==> config.mk <==
export PLATFORM = sky130hd
export DESIGN_NAME = magstripe_track_f2f_encoder
export DESIGN_NICKNAME = d
export VERILOG_FILES = /design/src/sv/mstf2f_pkg.sv /design/src/sv/mstf2f_front.sv /design/src/sv/mstf2f_queue.sv /design/src/sv/mstf2f_back.sv /design/src/sv/magstripe_track_f2f_encoder.sv
export SDC_FILE = /design/constraint.sdc
export NUM_CORES = 1
export LEC_CHECK = 0
export CAP_MARGIN = 30
export CELL_PAD_IN_SITES_DETAIL_PLACEMENT = 1
export CELL_PAD_IN_SITES_GLOBAL_PLACEMENT = 1
export CORE_UTILIZATION = 46
export DETAILED_ROUTE_END_ITERATION = 12
export DONT_BUFFER_PORTS = 1
export PLACE_DENSITY_LB_ADDON = 0.08
export SKIP_LAST_GASP = 1
export SLEW_MARGIN = 30
export SYNTH_ARGS = -nofsm -noshare
export SYNTH_HDL_FRONTEND = slang
export SYNTH_HIERARCHICAL = 1
export SYNTH_SLANG_ARGS = --single-unit
==> constraint.sdc <==
create_clock -name clk -period 3 [get_ports clk]
set_input_delay 0.15 -clock clk [delete_from_list [all_inputs] [get_ports clk]]
set_output_delay 0.15 -clock clk [all_outputs]
set_load 0.05 [all_outputs]
==> src/sv/mstf2f_pkg.sv <==
// ----------------------------------------------------------------------------
// mstf2f_pkg
// Shared types, constants and track tables for the magnetic stripe F2F encoder.
// ----------------------------------------------------------------------------
package mstf2f_pkg;

  localparam int CHAR_W          = 7;
  localparam int CODE_W          = 7;
  localparam int BIT_IDX_W       = 3;
  localparam int QUEUE_DEPTH_DEF = 2;

  localparam logic [CODE_W-1:0]    T1_START    = 7'h45;
  localparam logic [CODE_W-1:0]    T2_START    = 7'h1A;
  localparam logic [CODE_W-1:0]    END_CODE    = 7'h1F;
  localparam logic [BIT_IDX_W-1:0] T1_LAST_BIT = 3'd6;
  localparam logic [BIT_IDX_W-1:0] T2_LAST_BIT = 3'd4;

  // One classified character waiting for the serializer.
  typedef struct packed {
    logic [CODE_W-1:0] code;
    logic              two;
    logic              bad;
    logic              with_end;
  } mstf2f_entry_t;

  typedef struct packed {
    logic full;
    logic empty;
  } mstf2f_qstat_t;

  typedef struct packed {
    logic                 active;
    logic                 ph_end;
    logic                 half;
    logic [BIT_IDX_W-1:0] bit_idx;
  } mstf2f_bstat_t;

  // Track one covers 0x20..0x5F: six data bits are the offset from space,
  // and bit 6 makes the count of ones odd.
  function automatic logic [CODE_W-1:0] track_one_code(input logic [CHAR_W-1:0] ch);
    logic [5:0] low;
    logic [CODE_W-1:0] res;
    begin
      low = ch[5:0] ^ 6'h20;
      res = '0;
      if (ch[6:5] == 2'b01 || ch[6:5] == 2'b10) begin
        res = {~(^low), low};
      end
      return res;
    end
  endfunction

  // Track two codes are stored bit reversed.
  function automatic logic [CODE_W-1:0] track_two_code(input logic [CHAR_W-1:0] ch);
    logic [CODE_W-1:0] res;
    begin
      unique case (ch)
        7'h30:   res = 7'h01;
        7'h31:   res = 7'h10;
        7'h32:   res = 7'h08;
        7'h33:   res = 7'h19;
        7'h34:   res = 7'h04;
        7'h35:   res = 7'h15;
        7'h36:   res = 7'h0D;
        7'h37:   res = 7'h1C;
        7'h38:   res = 7'h02;
        7'h39:   res = 7'h13;
        7'h3B:   res = 7'h1A;
        7'h3D:   res = 7'h16;
        7'h3F:   res = 7'h1F;
        default: res = '0;
      endcase
      return res;
    end
  endfunction

endpackage

==> src/sv/mstf2f_front.sv <==
// ----------------------------------------------------------------------------
// mstf2f_front
// Accepts characters, maps them through the selected track table and forms
// queue entries.
// ----------------------------------------------------------------------------
module mstf2f_front (
  input  logic                           in_valid,
  output logic                           in_stall,
  input  logic [mstf2f_pkg::CHAR_W-1:0]  in_character,
  input  logic                           in_first_char,
  input  logic                           in_last_char,
  input  logic                           track_two,
  input  mstf2f_pkg::mstf2f_qstat_t      q_stat,
  output logic                           q_wr,
  output mstf2f_pkg::mstf2f_entry_t      q_wdata
);
  import mstf2f_pkg::*;

  logic [CODE_W-1:0] table_code;

  assign in_stall = q_stat.full;
  assign q_wr     = in_valid && !q_stat.full;

  assign table_code = track_two ? track_two_code(in_character)
                                : track_one_code(in_character);

  always_comb begin
    q_wdata.two      = track_two;
    q_wdata.with_end = in_last_char;
    if (in_first_char) begin
      q_wdata.code = track_two ? T2_START : T1_START;
      q_wdata.bad  = 1'b0;
    end else begin
      q_wdata.code = table_code;
      q_wdata.bad  = (table_code == '0);
    end
  end

endmodule

==> src/sv/mstf2f_queue.sv <==
// ----------------------------------------------------------------------------
// mstf2f_queue
// Small register FIFO between the classifier and the serializer.
// ----------------------------------------------------------------------------
module mstf2f_queue #(
  parameter int DEPTH = mstf2f_pkg::QUEUE_DEPTH_DEF
) (
  input  logic                      clk,
  input  logic                      rst_n,
  input  logic                      wr,
  input  mstf2f_pkg::mstf2f_entry_t wdata,
  input  logic                      rd,
  output mstf2f_pkg::mstf2f_entry_t rdata,
  output mstf2f_pkg::mstf2f_qstat_t stat
);
  import mstf2f_pkg::*;

  localparam int PTR_W = (DEPTH > 1) ? $clog2(DEPTH) : 1;
  localparam int CNT_W = $clog2(DEPTH + 1);
  localparam logic [CNT_W-1:0] DEPTH_CNT = CNT_W'(DEPTH);

  mstf2f_entry_t    mem_r [DEPTH];
  logic [PTR_W-1:0] wptr_r, wptr_nxt;
  logic [PTR_W-1:0] rptr_r, rptr_nxt;
  logic [CNT_W-1:0] cnt_r, cnt_nxt;
  logic             do_wr, do_rd;

  assign stat.full  = (cnt_r == DEPTH_CNT);
  assign stat.empty = (cnt_r == '0);
  assign do_wr      = wr && !stat.full;
  assign do_rd      = rd && !stat.empty;
  assign rdata      = mem_r[rptr_r];

  // Pointers wrap at DEPTH only if the user keeps the depth a power of two.
  always_comb begin
    wptr_nxt = do_wr ? wptr_r + 1'b1 : wptr_r;
    rptr_nxt = do_rd ? rptr_r + 1'b1 : rptr_r;
    cnt_nxt  = cnt_r;
    if (do_wr && !do_rd) begin
      cnt_nxt = cnt_r + 1'b1;
    end else if (do_rd && !do_wr) begin
      cnt_nxt = cnt_r - 1'b1;
    end
  end

  always_ff @(posedge clk) begin
    if (!rst_n) begin
      wptr_r <= '0;
      rptr_r <= '0;
      cnt_r  <= '0;
    end else begin
      wptr_r <= wptr_nxt;
      rptr_r <= rptr_nxt;
      cnt_r  <= cnt_nxt;
    end
  end

  always_ff @(posedge clk) begin
    if (do_wr) begin
      mem_r[wptr_r] <= wdata;
    end
  end

endmodule

==> src/sv/mstf2f_back.sv <==
// ----------------------------------------------------------------------------
// mstf2f_back
// Serializes queued codes into F2F half cells, one per cycle while the output
// is not stalled, and holds them in the output register.
// ----------------------------------------------------------------------------
module mstf2f_back (
  input  logic                      clk,
  input  logic                      rst_n,
  input  mstf2f_pkg::mstf2f_entry_t q_rdata,
  input  mstf2f_pkg::mstf2f_qstat_t q_stat,
  output logic                      q_rd,
  output logic                      out_valid,
  input  logic                      out_stall,
  output logic                      out_coil_level,
  output logic                      out_data_bit,
  output logic                      out_bad_char,
  output logic                      out_run_end,
  output mstf2f_pkg::mstf2f_bstat_t stat
);
  import mstf2f_pkg::*;

  mstf2f_entry_t        ent_r;
  logic                 active_r, ph_r, half_r, coil_r;
  logic [BIT_IDX_W-1:0] bit_r;
  logic                 out_valid_r, level_r, dbit_r, bad_r, rend_r;

  logic                 adv, cell_end, item_end, take, b, level;
  logic [BIT_IDX_W-1:0] last_idx;
  logic [CODE_W-1:0]    cur_code;

  assign adv      = !out_valid_r || !out_stall;
  assign last_idx = ent_r.two ? T2_LAST_BIT : T1_LAST_BIT;
  assign cur_code = ph_r ? END_CODE : ent_r.code;
  assign b        = cur_code[bit_r];
  assign cell_end = half_r && (bit_r == last_idx);
  assign item_end = cell_end && (ph_r || !ent_r.with_end);
  assign take     = adv && (!active_r || item_end) && !q_stat.empty;
  assign q_rd     = take;

  // The coil flips at every cell boundary and once more mid-cell for a one.
  assign level = half_r ? (coil_r ^ b) : ~coil_r;

  always_ff @(posedge clk) begin
    if (!rst_n) begin
      active_r    <= 1'b0;
      ph_r        <= 1'b0;
      half_r      <= 1'b0;
      bit_r       <= '0;
      coil_r      <= 1'b0;
      out_valid_r <= 1'b0;
    end else begin
      if (adv) begin
        out_valid_r <= active_r;
      end
      if (adv && active_r) begin
        coil_r <= level;
      end
      if (take) begin
        active_r <= 1'b1;
        ph_r     <= 1'b0;
        half_r   <= 1'b0;
        bit_r    <= '0;
      end else if (adv && active_r) begin
        half_r <= ~half_r;
        if (cell_end) begin
          bit_r <= '0;
          if (item_end) begin
            active_r <= 1'b0;
            ph_r     <= 1'b0;
          end else begin
            ph_r <= 1'b1;
          end
        end else if (half_r) begin
          bit_r <= bit_r + 1'b1;
        end
      end
    end
  end

  always_ff @(posedge clk) begin
    if (take) begin
      ent_r <= q_rdata;
    end
    if (adv) begin
      level_r <= level;
      dbit_r  <= b;
      bad_r   <= ent_r.bad && !ph_r;
      rend_r  <= item_end;
    end
  end

  assign out_valid      = out_valid_r;
  assign out_coil_level = level_r;
  assign out_data_bit   = dbit_r;
  assign out_bad_char   = bad_r;
  assign out_run_end    = rend_r;

  assign stat.active  = active_r;
  assign stat.ph_end  = ph_r;
  assign stat.half    = half_r;
  assign stat.bit_idx = bit_r;

endmodule

==> src/sv/magstripe_track_f2f_encoder.sv <==
// ----------------------------------------------------------------------------
// magstripe_track_f2f_encoder
// Maps ASCII characters to track codes and drives them out as F2F half cells.
//
//   Channel  Direction  Handshake          Payload
//   in_      input      valid / stall      character, first_char, last_char
//   out_     output     valid / stall      coil_level, data_bit, bad_char, run_end
//   cfg_     input      valid / ready      track_select
//
// The serializer sets the rate: one half cell per cycle while codes are queued
// and the output is not stalled. A character makes 14 half cells on track one,
// 10 on track two, twice that when the end sentinel follows. A queue of
// QUEUE_DEPTH entries lets the input side run ahead. Reset clears the coil level,
// track_select and queue. A stall on the output holds the serializer; the input
// stalls only when the queue is full. The configuration port is always ready.
// ----------------------------------------------------------------------------
module magstripe_track_f2f_encoder #(
  parameter int QUEUE_DEPTH = mstf2f_pkg::QUEUE_DEPTH_DEF
) (
  input  logic                          clk,
  input  logic                          rst_n,
  input  logic                          in_valid,
  output logic                          in_stall,
  input  logic [mstf2f_pkg::CHAR_W-1:0] in_character,
  input  logic                          in_first_char,
  input  logic                          in_last_char,
  output logic                          out_valid,
  input  logic                          out_stall,
  output logic                          out_coil_level,
  output logic                          out_data_bit,
  output logic                          out_bad_char,
  output logic                          out_run_end,
  input  logic                          cfg_valid,
  output logic                          cfg_ready,
  input  logic                          cfg_track_select
);
  import mstf2f_pkg::*;

  logic          track_r;
  logic          q_wr, q_rd;
  mstf2f_entry_t q_wdata, q_rdata;
  mstf2f_qstat_t q_stat;
  mstf2f_bstat_t b_stat;

  assign cfg_ready = 1'b1;

  always_ff @(posedge clk) begin
    if (!rst_n) begin
      track_r <= 1'b0;
    end else if (cfg_valid && cfg_ready) begin
      track_r <= cfg_track_select;
    end
  end

  mstf2f_front u_front (
    .in_valid      (in_valid),
    .in_stall      (in_stall),
    .in_character  (in_character),
    .in_first_char (in_first_char),
    .in_last_char  (in_last_char),
    .track_two     (track_r),
    .q_stat        (q_stat),
    .q_wr          (q_wr),
    .q_wdata       (q_wdata)
  );

  mstf2f_queue #(
    .DEPTH (QUEUE_DEPTH)
  ) u_queue (
    .clk   (clk),
    .rst_n (rst_n),
    .wr    (q_wr),
    .wdata (q_wdata),
    .rd    (q_rd),
    .rdata (q_rdata),
    .stat  (q_stat)
  );

  mstf2f_back u_back (
    .clk            (clk),
    .rst_n          (rst_n),
    .q_rdata        (q_rdata),
    .q_stat         (q_stat),
    .q_rd           (q_rd),
    .out_valid      (out_valid),
    .out_stall      (out_stall),
    .out_coil_level (out_coil_level),
    .out_data_bit   (out_data_bit),
    .out_bad_char   (out_bad_char),
    .out_run_end    (out_run_end),
    .stat           (b_stat)
  );

  // The queue can never report full and empty at once.
  a_queue_sane: assert property (@(posedge clk) disable iff (!rst_n)
    !(q_stat.full && q_stat.empty))
    else $error("queue reports full and empty together");

  // A half cell that does not close its transaction is followed by another.
  a_run_continues: assert property (@(posedge clk) disable iff (!rst_n)
    (out_valid && !out_stall && !out_run_end) |=> out_valid)
    else $error("half cell sequence broke off before its run end");

  // An idle serializer sits at the start of a code.
  a_idle_cleared: assert property (@(posedge clk) disable iff (!rst_n)
    !b_stat.active |-> (!b_stat.half && !b_stat.ph_end && b_stat.bit_idx == '0))
    else $error("serializer counters not cleared while idle");

endmodule

Word-level counts from Yosys, hierarchy flattened
Memory sizes are Yosys's and may differ from the RTL's. A register that Yosys moved wholly into a read port is not among the register bits. Index checks and enable logic that the tools add are counted.

Word-level logic and storage cells: 90. Flip-flop bits (word level): 17. Bits in writable memories: 20. Memory bits (read-only): 320. Memories: 2. Output and inout bits: 7.

Order comparisons: 1. Equality and inequality tests: 4. Bitwise logic cells: 6. Add/sub/neg operators: 5. Mux-type cells: 22. Reduce and logical (&&, ||, !) cells: 36.

Memory list: (name not given) (depth 64, bits a word 5, rd ports 1, clocked after memory_dff 0, write ports 0, RTL line mstf2f_pkg.sv:57) `unique case (ch)`; u_queue.mem_r (depth 2, bits a word 10, rd ports 1, clocked after memory_dff 1, write ports 1, RTL line mstf2f_queue.sv:22) `mstf2f_entry_t mem_r [DEPTH];`.

Operators by type and width (count): two-way mux 7 bit (6); logical AND 1 bit (11); two-way mux 1 bit (10); nonzero test 2 bit (5); logical NOT 1 bit (9); logical NOT 7 bit (1); two-way mux 2 bit (3); two-way mux 3 bit (2); XOR reduction 6 bit (1); inverter 1 bit (5); == test 2 bit, second input constant (2); logical OR 1 bit (4); < comparator 3 x 4 -> 1 bit, second input constant (1); AND reduction 2 bit (2); adder 3 x 1 -> 3 bit, second input constant (1); binary-select mux 1 bit (select 3 bit) (1); == test 3 bit (1); AND reduction 3 bit (1); adder 1 bit, second input constant (2); adder 2 x 1 -> 2 bit, second input constant (1); == test 2 x 1 -> 1 bit, second input constant (1); logical NOT 2 bit (1); OR reduction 2 bit (1); subtractor 2 x 1 -> 2 bit, second input constant (1); XOR 1 bit (1).

Logic depth before layout (Yosys ltp)
Word-level depth: 11. Depth in mapped cells: 9.

Cells and area by module
Netlist, hierarchy kept.

Modules (own cells, without submodules): mstf2f_back (cells each 77, times used 1, area each 962.2 um2, seq. area each 580.6 um2); mstf2f_queue (cells each 57, times used 1, area each 945.9 um2, seq. area each 700.7 um2); mstf2f_front (cells each 58, times used 1, area each 389.1 um2, seq. area each 0.0 um2); magstripe_track_f2f_encoder (cells each 5, times used 1, area each 47.5 um2, seq. area each 20.0 um2).

Worst setup path before layout
Ideal clock, no wire load.

Path type: register to register. Start point: reg u_back.out_valid_r, in the netlist u_back/out_valid. End point: reg u_queue.cnt_r[1]. Slack: 475 ps. Period minus slack after synthesis: 2525 ps. Stages on the path, launching flop included: 8. Buffers on the path: 0. Data arrival time: 2456 ps. Data required time: 2930 ps. Cells stage by stage: dfxtp_1 nand2_1 nand2b_1 nor2_1 o21ai_0 ha_1 or3_1 a21oi_1.

Word-level cells in the longest chain between the ends: 8. Elaborated cells on any way between the ends: 10. Those cells by class: mux: 1; reduce/logical: 9.

RTL lines: from (decl) (RTL line mstf2f_back.sv:25) `logic out_valid_r, level_r, dbit_r, bad_r, rend_r;`; from (signal assigned) (RTL line mstf2f_back.sv:53) `out_valid_r <= active_r;`; logical NOT 1 bit * (RTL line mstf2f_back.sv:31) `assign adv = !out_valid_r || !out_stall;`; logical OR 1 bit * (RTL line mstf2f_back.sv:31); logical AND 1 bit * (2 in series) (RTL line mstf2f_back.sv:37) `assign take = adv && (!active_r || item_end) && !q_stat.empty;`; via q_rd (RTL line magstripe_track_f2f_encoder.sv:40) `logic q_wr, q_rd;`; logical AND 1 bit * (RTL line mstf2f_queue.sv:31) `assign do_rd = rd && !stat.empty;`; logical NOT 1 bit (RTL line mstf2f_queue.sv:39) `if (do_wr && !do_rd) begin`; logical AND 1 bit (RTL line mstf2f_queue.sv:39); two-way mux 2 bit or nonzero test 2 bit (tied branches); to (signal assigned) (RTL line mstf2f_queue.sv:54) `cnt_r <= cnt_nxt;`; to (decl) (RTL line mstf2f_queue.sv:25) `logic [CNT_W-1:0] cnt_r, cnt_nxt;`.

Mark *: on every way through the listed nets, which the timed path passes. The rest lies on a longest branch. A chain may end at the register's enable or synchronous reset.

Worst setup path in the final report
Start point: reg u_back.half_r. End point: reg u_queue.cnt_r[1].

Word-level cells in the longest chain between the ends: 9. Elaborated cells on any way between the ends: 11. Those cells by class: mux: 1; reduce/logical: 10.

RTL lines: from (decl) (RTL line mstf2f_back.sv:23) `logic active_r, ph_r, half_r, coil_r;`; from (signal assigned) (RTL line mstf2f_back.sv:64) `half_r <= ~half_r;`; logical AND 1 bit * (RTL line mstf2f_back.sv:35) `assign cell_end = half_r && (bit_r == last_idx);`; logical AND 1 bit * (RTL line mstf2f_back.sv:36) `assign item_end = cell_end && (ph_r || !ent_r.with_end);`; logical OR 1 bit * (RTL line mstf2f_back.sv:37); logical AND 1 bit * (2 in series) (RTL line mstf2f_back.sv:37); via q_rd (RTL line magstripe_track_f2f_encoder.sv:40); logical AND 1 bit * (RTL line mstf2f_queue.sv:31); logical NOT 1 bit (RTL line mstf2f_queue.sv:39); logical AND 1 bit (RTL line mstf2f_queue.sv:39); two-way mux 2 bit or nonzero test 2 bit (tied branches).

Marked as above.

==> summary.md <==
| Metric | Value |
|---|---|
| VDD IR max | between 0.5 and 0.6 mV |
| Final Cell Area | 2520 µm² |
| Slew HR | 50.3% |
| Critical Path RT | roughly 3200 ps |
| Fill cells | 501 |
| Die Wd | 73.1 µm |
| Hold EP | track_r |
| Crit-path max FO | 11 |
| CP startpoint | u_back/half_r |
| CTS max path bufs | 2 |
| Worst min path class | in -> reg |
| Root buf cell | clkbuf_8 |
| Critical path capture point type | register |
| Hold Vio Cnt, Final | 0 |
| Worst skew pair latency | about 300 ps |
| Initial core utilization | between 40% and 50% |
| Outcome | finished, final reports clean |
| Vias | 1421 |
| Pwr Density | 835 nW/µm² |
| CP arrival | 2810 ps |
| Detail Route Antenna Nets | 0 |
| Synth-to-Final Area Change | 8.35% |
| Ys Warns | 6 |
| Dpl hpwl | 3180 µm |
| Total track usage | 19.0% |
| Reg2Reg Launch Point | u_back/half_r |
| Skew final | 8.74 ps |
| Setup TNS | 0 ps |
| Most common cell after layout, fill and taps aside | edfxtp_1 |
| Routability Congestion | 0.787 |
| Clock buffers created by TritonCTS | 5 |
| Mapped Nets | around 220 |
| Minimum clock period | 2570 ps |
| Final Max Slew Viols | 0 |
| Most frequent cells in the layout | edfxtp_1 (34), dfxtp_1 (14), nand2_1 (13) |
| Layout cells sized above 1 | 16.2% |
| Via-to-Cell Ratio | 5.36 |
| Die area | 5340 µm² |
| DRC | 0 |
| Leak | roughly 0.0009 µW |
| CTS tree | done |
| Part of the cycle the worst path needs | ~86% |
| Post-DP Area | 2380 µm² |
| Hold depth | 2 |
| Detailed Route WL | approximately 4400 µm |
| DRT iter0 DRCs | between 50 and 60 |
| # Max-Cap Violations | 0 |
| DRT Pass-1 Iters | 4 |
| Worst-Margin Slew | 738 ps |
| Post-Syn Instances | 194 |
| Mean Syn Cell Area | 12.0 µm² |
| Num rows | 25 |
| Initial antenna violation count | 0 |
| H-tree depth | 2 |
| WHS | 24.1 ps |
| First-pass GRT wire length | 7360 µm |
| Die H | 73.1 µm |
| GR Overflow Total | 0 |
| Endpoints failing setup | 0 |
| Vias in the first global route | 1584 |
| CTS Sinks | 48 |
| RSZ-0062 raised after global routing | false |
| Startpoint Class | register |
| Worst reg2reg path endpoint | u_queue/cnt_r[1] |
| Synthesized area | 2320 µm² |
| Hold_sp | cfg_track_select |
| WL/cell | 16.7 µm |
| Crit Path Class | reg -> reg |
| Fmax | 389 MHz |
| Layout Nets | between 200 and 250 |
| Port bufs | 0 |
| Largest net degree at the start of global routing | 17 |
| FF-to-FF path depth | 7 |
| Core area | 4790 µm² |
| IO Count | 22 |
| Worst-path clk slew | 90 ps |
| R2r setup slk | 430 ps |
| Diode count | 0 |
[critical path: stages (launching register included)]
cell and delay [ps]:
dfxtp_1 510, and3b_2 280, a31oi_1 130, nor2_2 440
o21ai_0 270, ha_1 370, or3_1 380, a21oi_1 140
[cell type report]
cell class / count / area, µm² / area share [%]
multi-input cells: 126 / 927 / 36.8
well taps: 67 / 83.8 / 3.33
clock buffers: 5 / 68.8 / 2.73
inverters: 10 / 37.5 / 1.49
flip-flops and latches: 48 / 1300 / 51.7
repair buffers: 6 / 50.0 / 1.99
clock inverters: 3 / 47.5 / 1.89
[flip-flops by register name (all words and copies together) (netlist names), named ones only]
register and count:
u_queue/mem_r 20, u_back/ent_r 10, u_back/bit_r 3, u_queue/cnt_r 2, track_r 1, u_back/active_r 1
u_back/coil_r 1, u_back/half_r 1, u_back/out_bad_char 1, u_back/out_coil_level 1, u_back/out_data_bit 1, u_back/out_run_end 1
u_back/out_valid 1, u_back/ph_r 1, u_queue/rptr_r 1, u_queue/wptr_r 1
[where the power goes]
group	internal, µW	switching (µW)
clock network	251	224
registers	931	165
logic	224	305
total	1410	694
[per-layer routing]
layer,track usage (%),vias to the layer above,part of all wire (%)
met4,6.54,0,0.66
met3,5.11,2,3.1
met5,0,-,0
li1,-,699,-
met1,21.4,696,43
met2,34.5,24,53
[how the worst max path moves through the flow]
stage / cells past startpoint / slack [ps] / to
floorplan: 7 / 470 / u_queue/cnt_r[1]
global placement: 7 / 230 / u_queue/cnt_r[1]
detailed placement: 7 / 150 / u_queue/cnt_r[1]
CTS: 7 / 110 / u_queue/cnt_r[1]
global route: 7 / 190 / u_queue/cnt_r[1]
finish: 7 / 430 / u_queue/cnt_r[1]
[through the flow]
stage,setup WS [ps],std cells,utilization (%),total power (µW)
after floorplan,475,194,-,1510
after global placement,234,255,49.7,1610
after detailed placement,148,255,49.7,1640
after CTS,111,265,52.5,2120
after global routing,188,265,52.6,2220
final,430,265,52.6,2100
[what timing repair did]
| action | in CTS | in global routing |
|---|---|---|
| resized for setup | 0 | 1 |
| setup buffers | 0 | 0 |
| hold buffers | 2 | 0 |
| setup endpoints to repair | 0 | 1 |
| hold endpoints to repair | 7 | 0 |
Note: power is estimated with default switching activity, not from simulation.
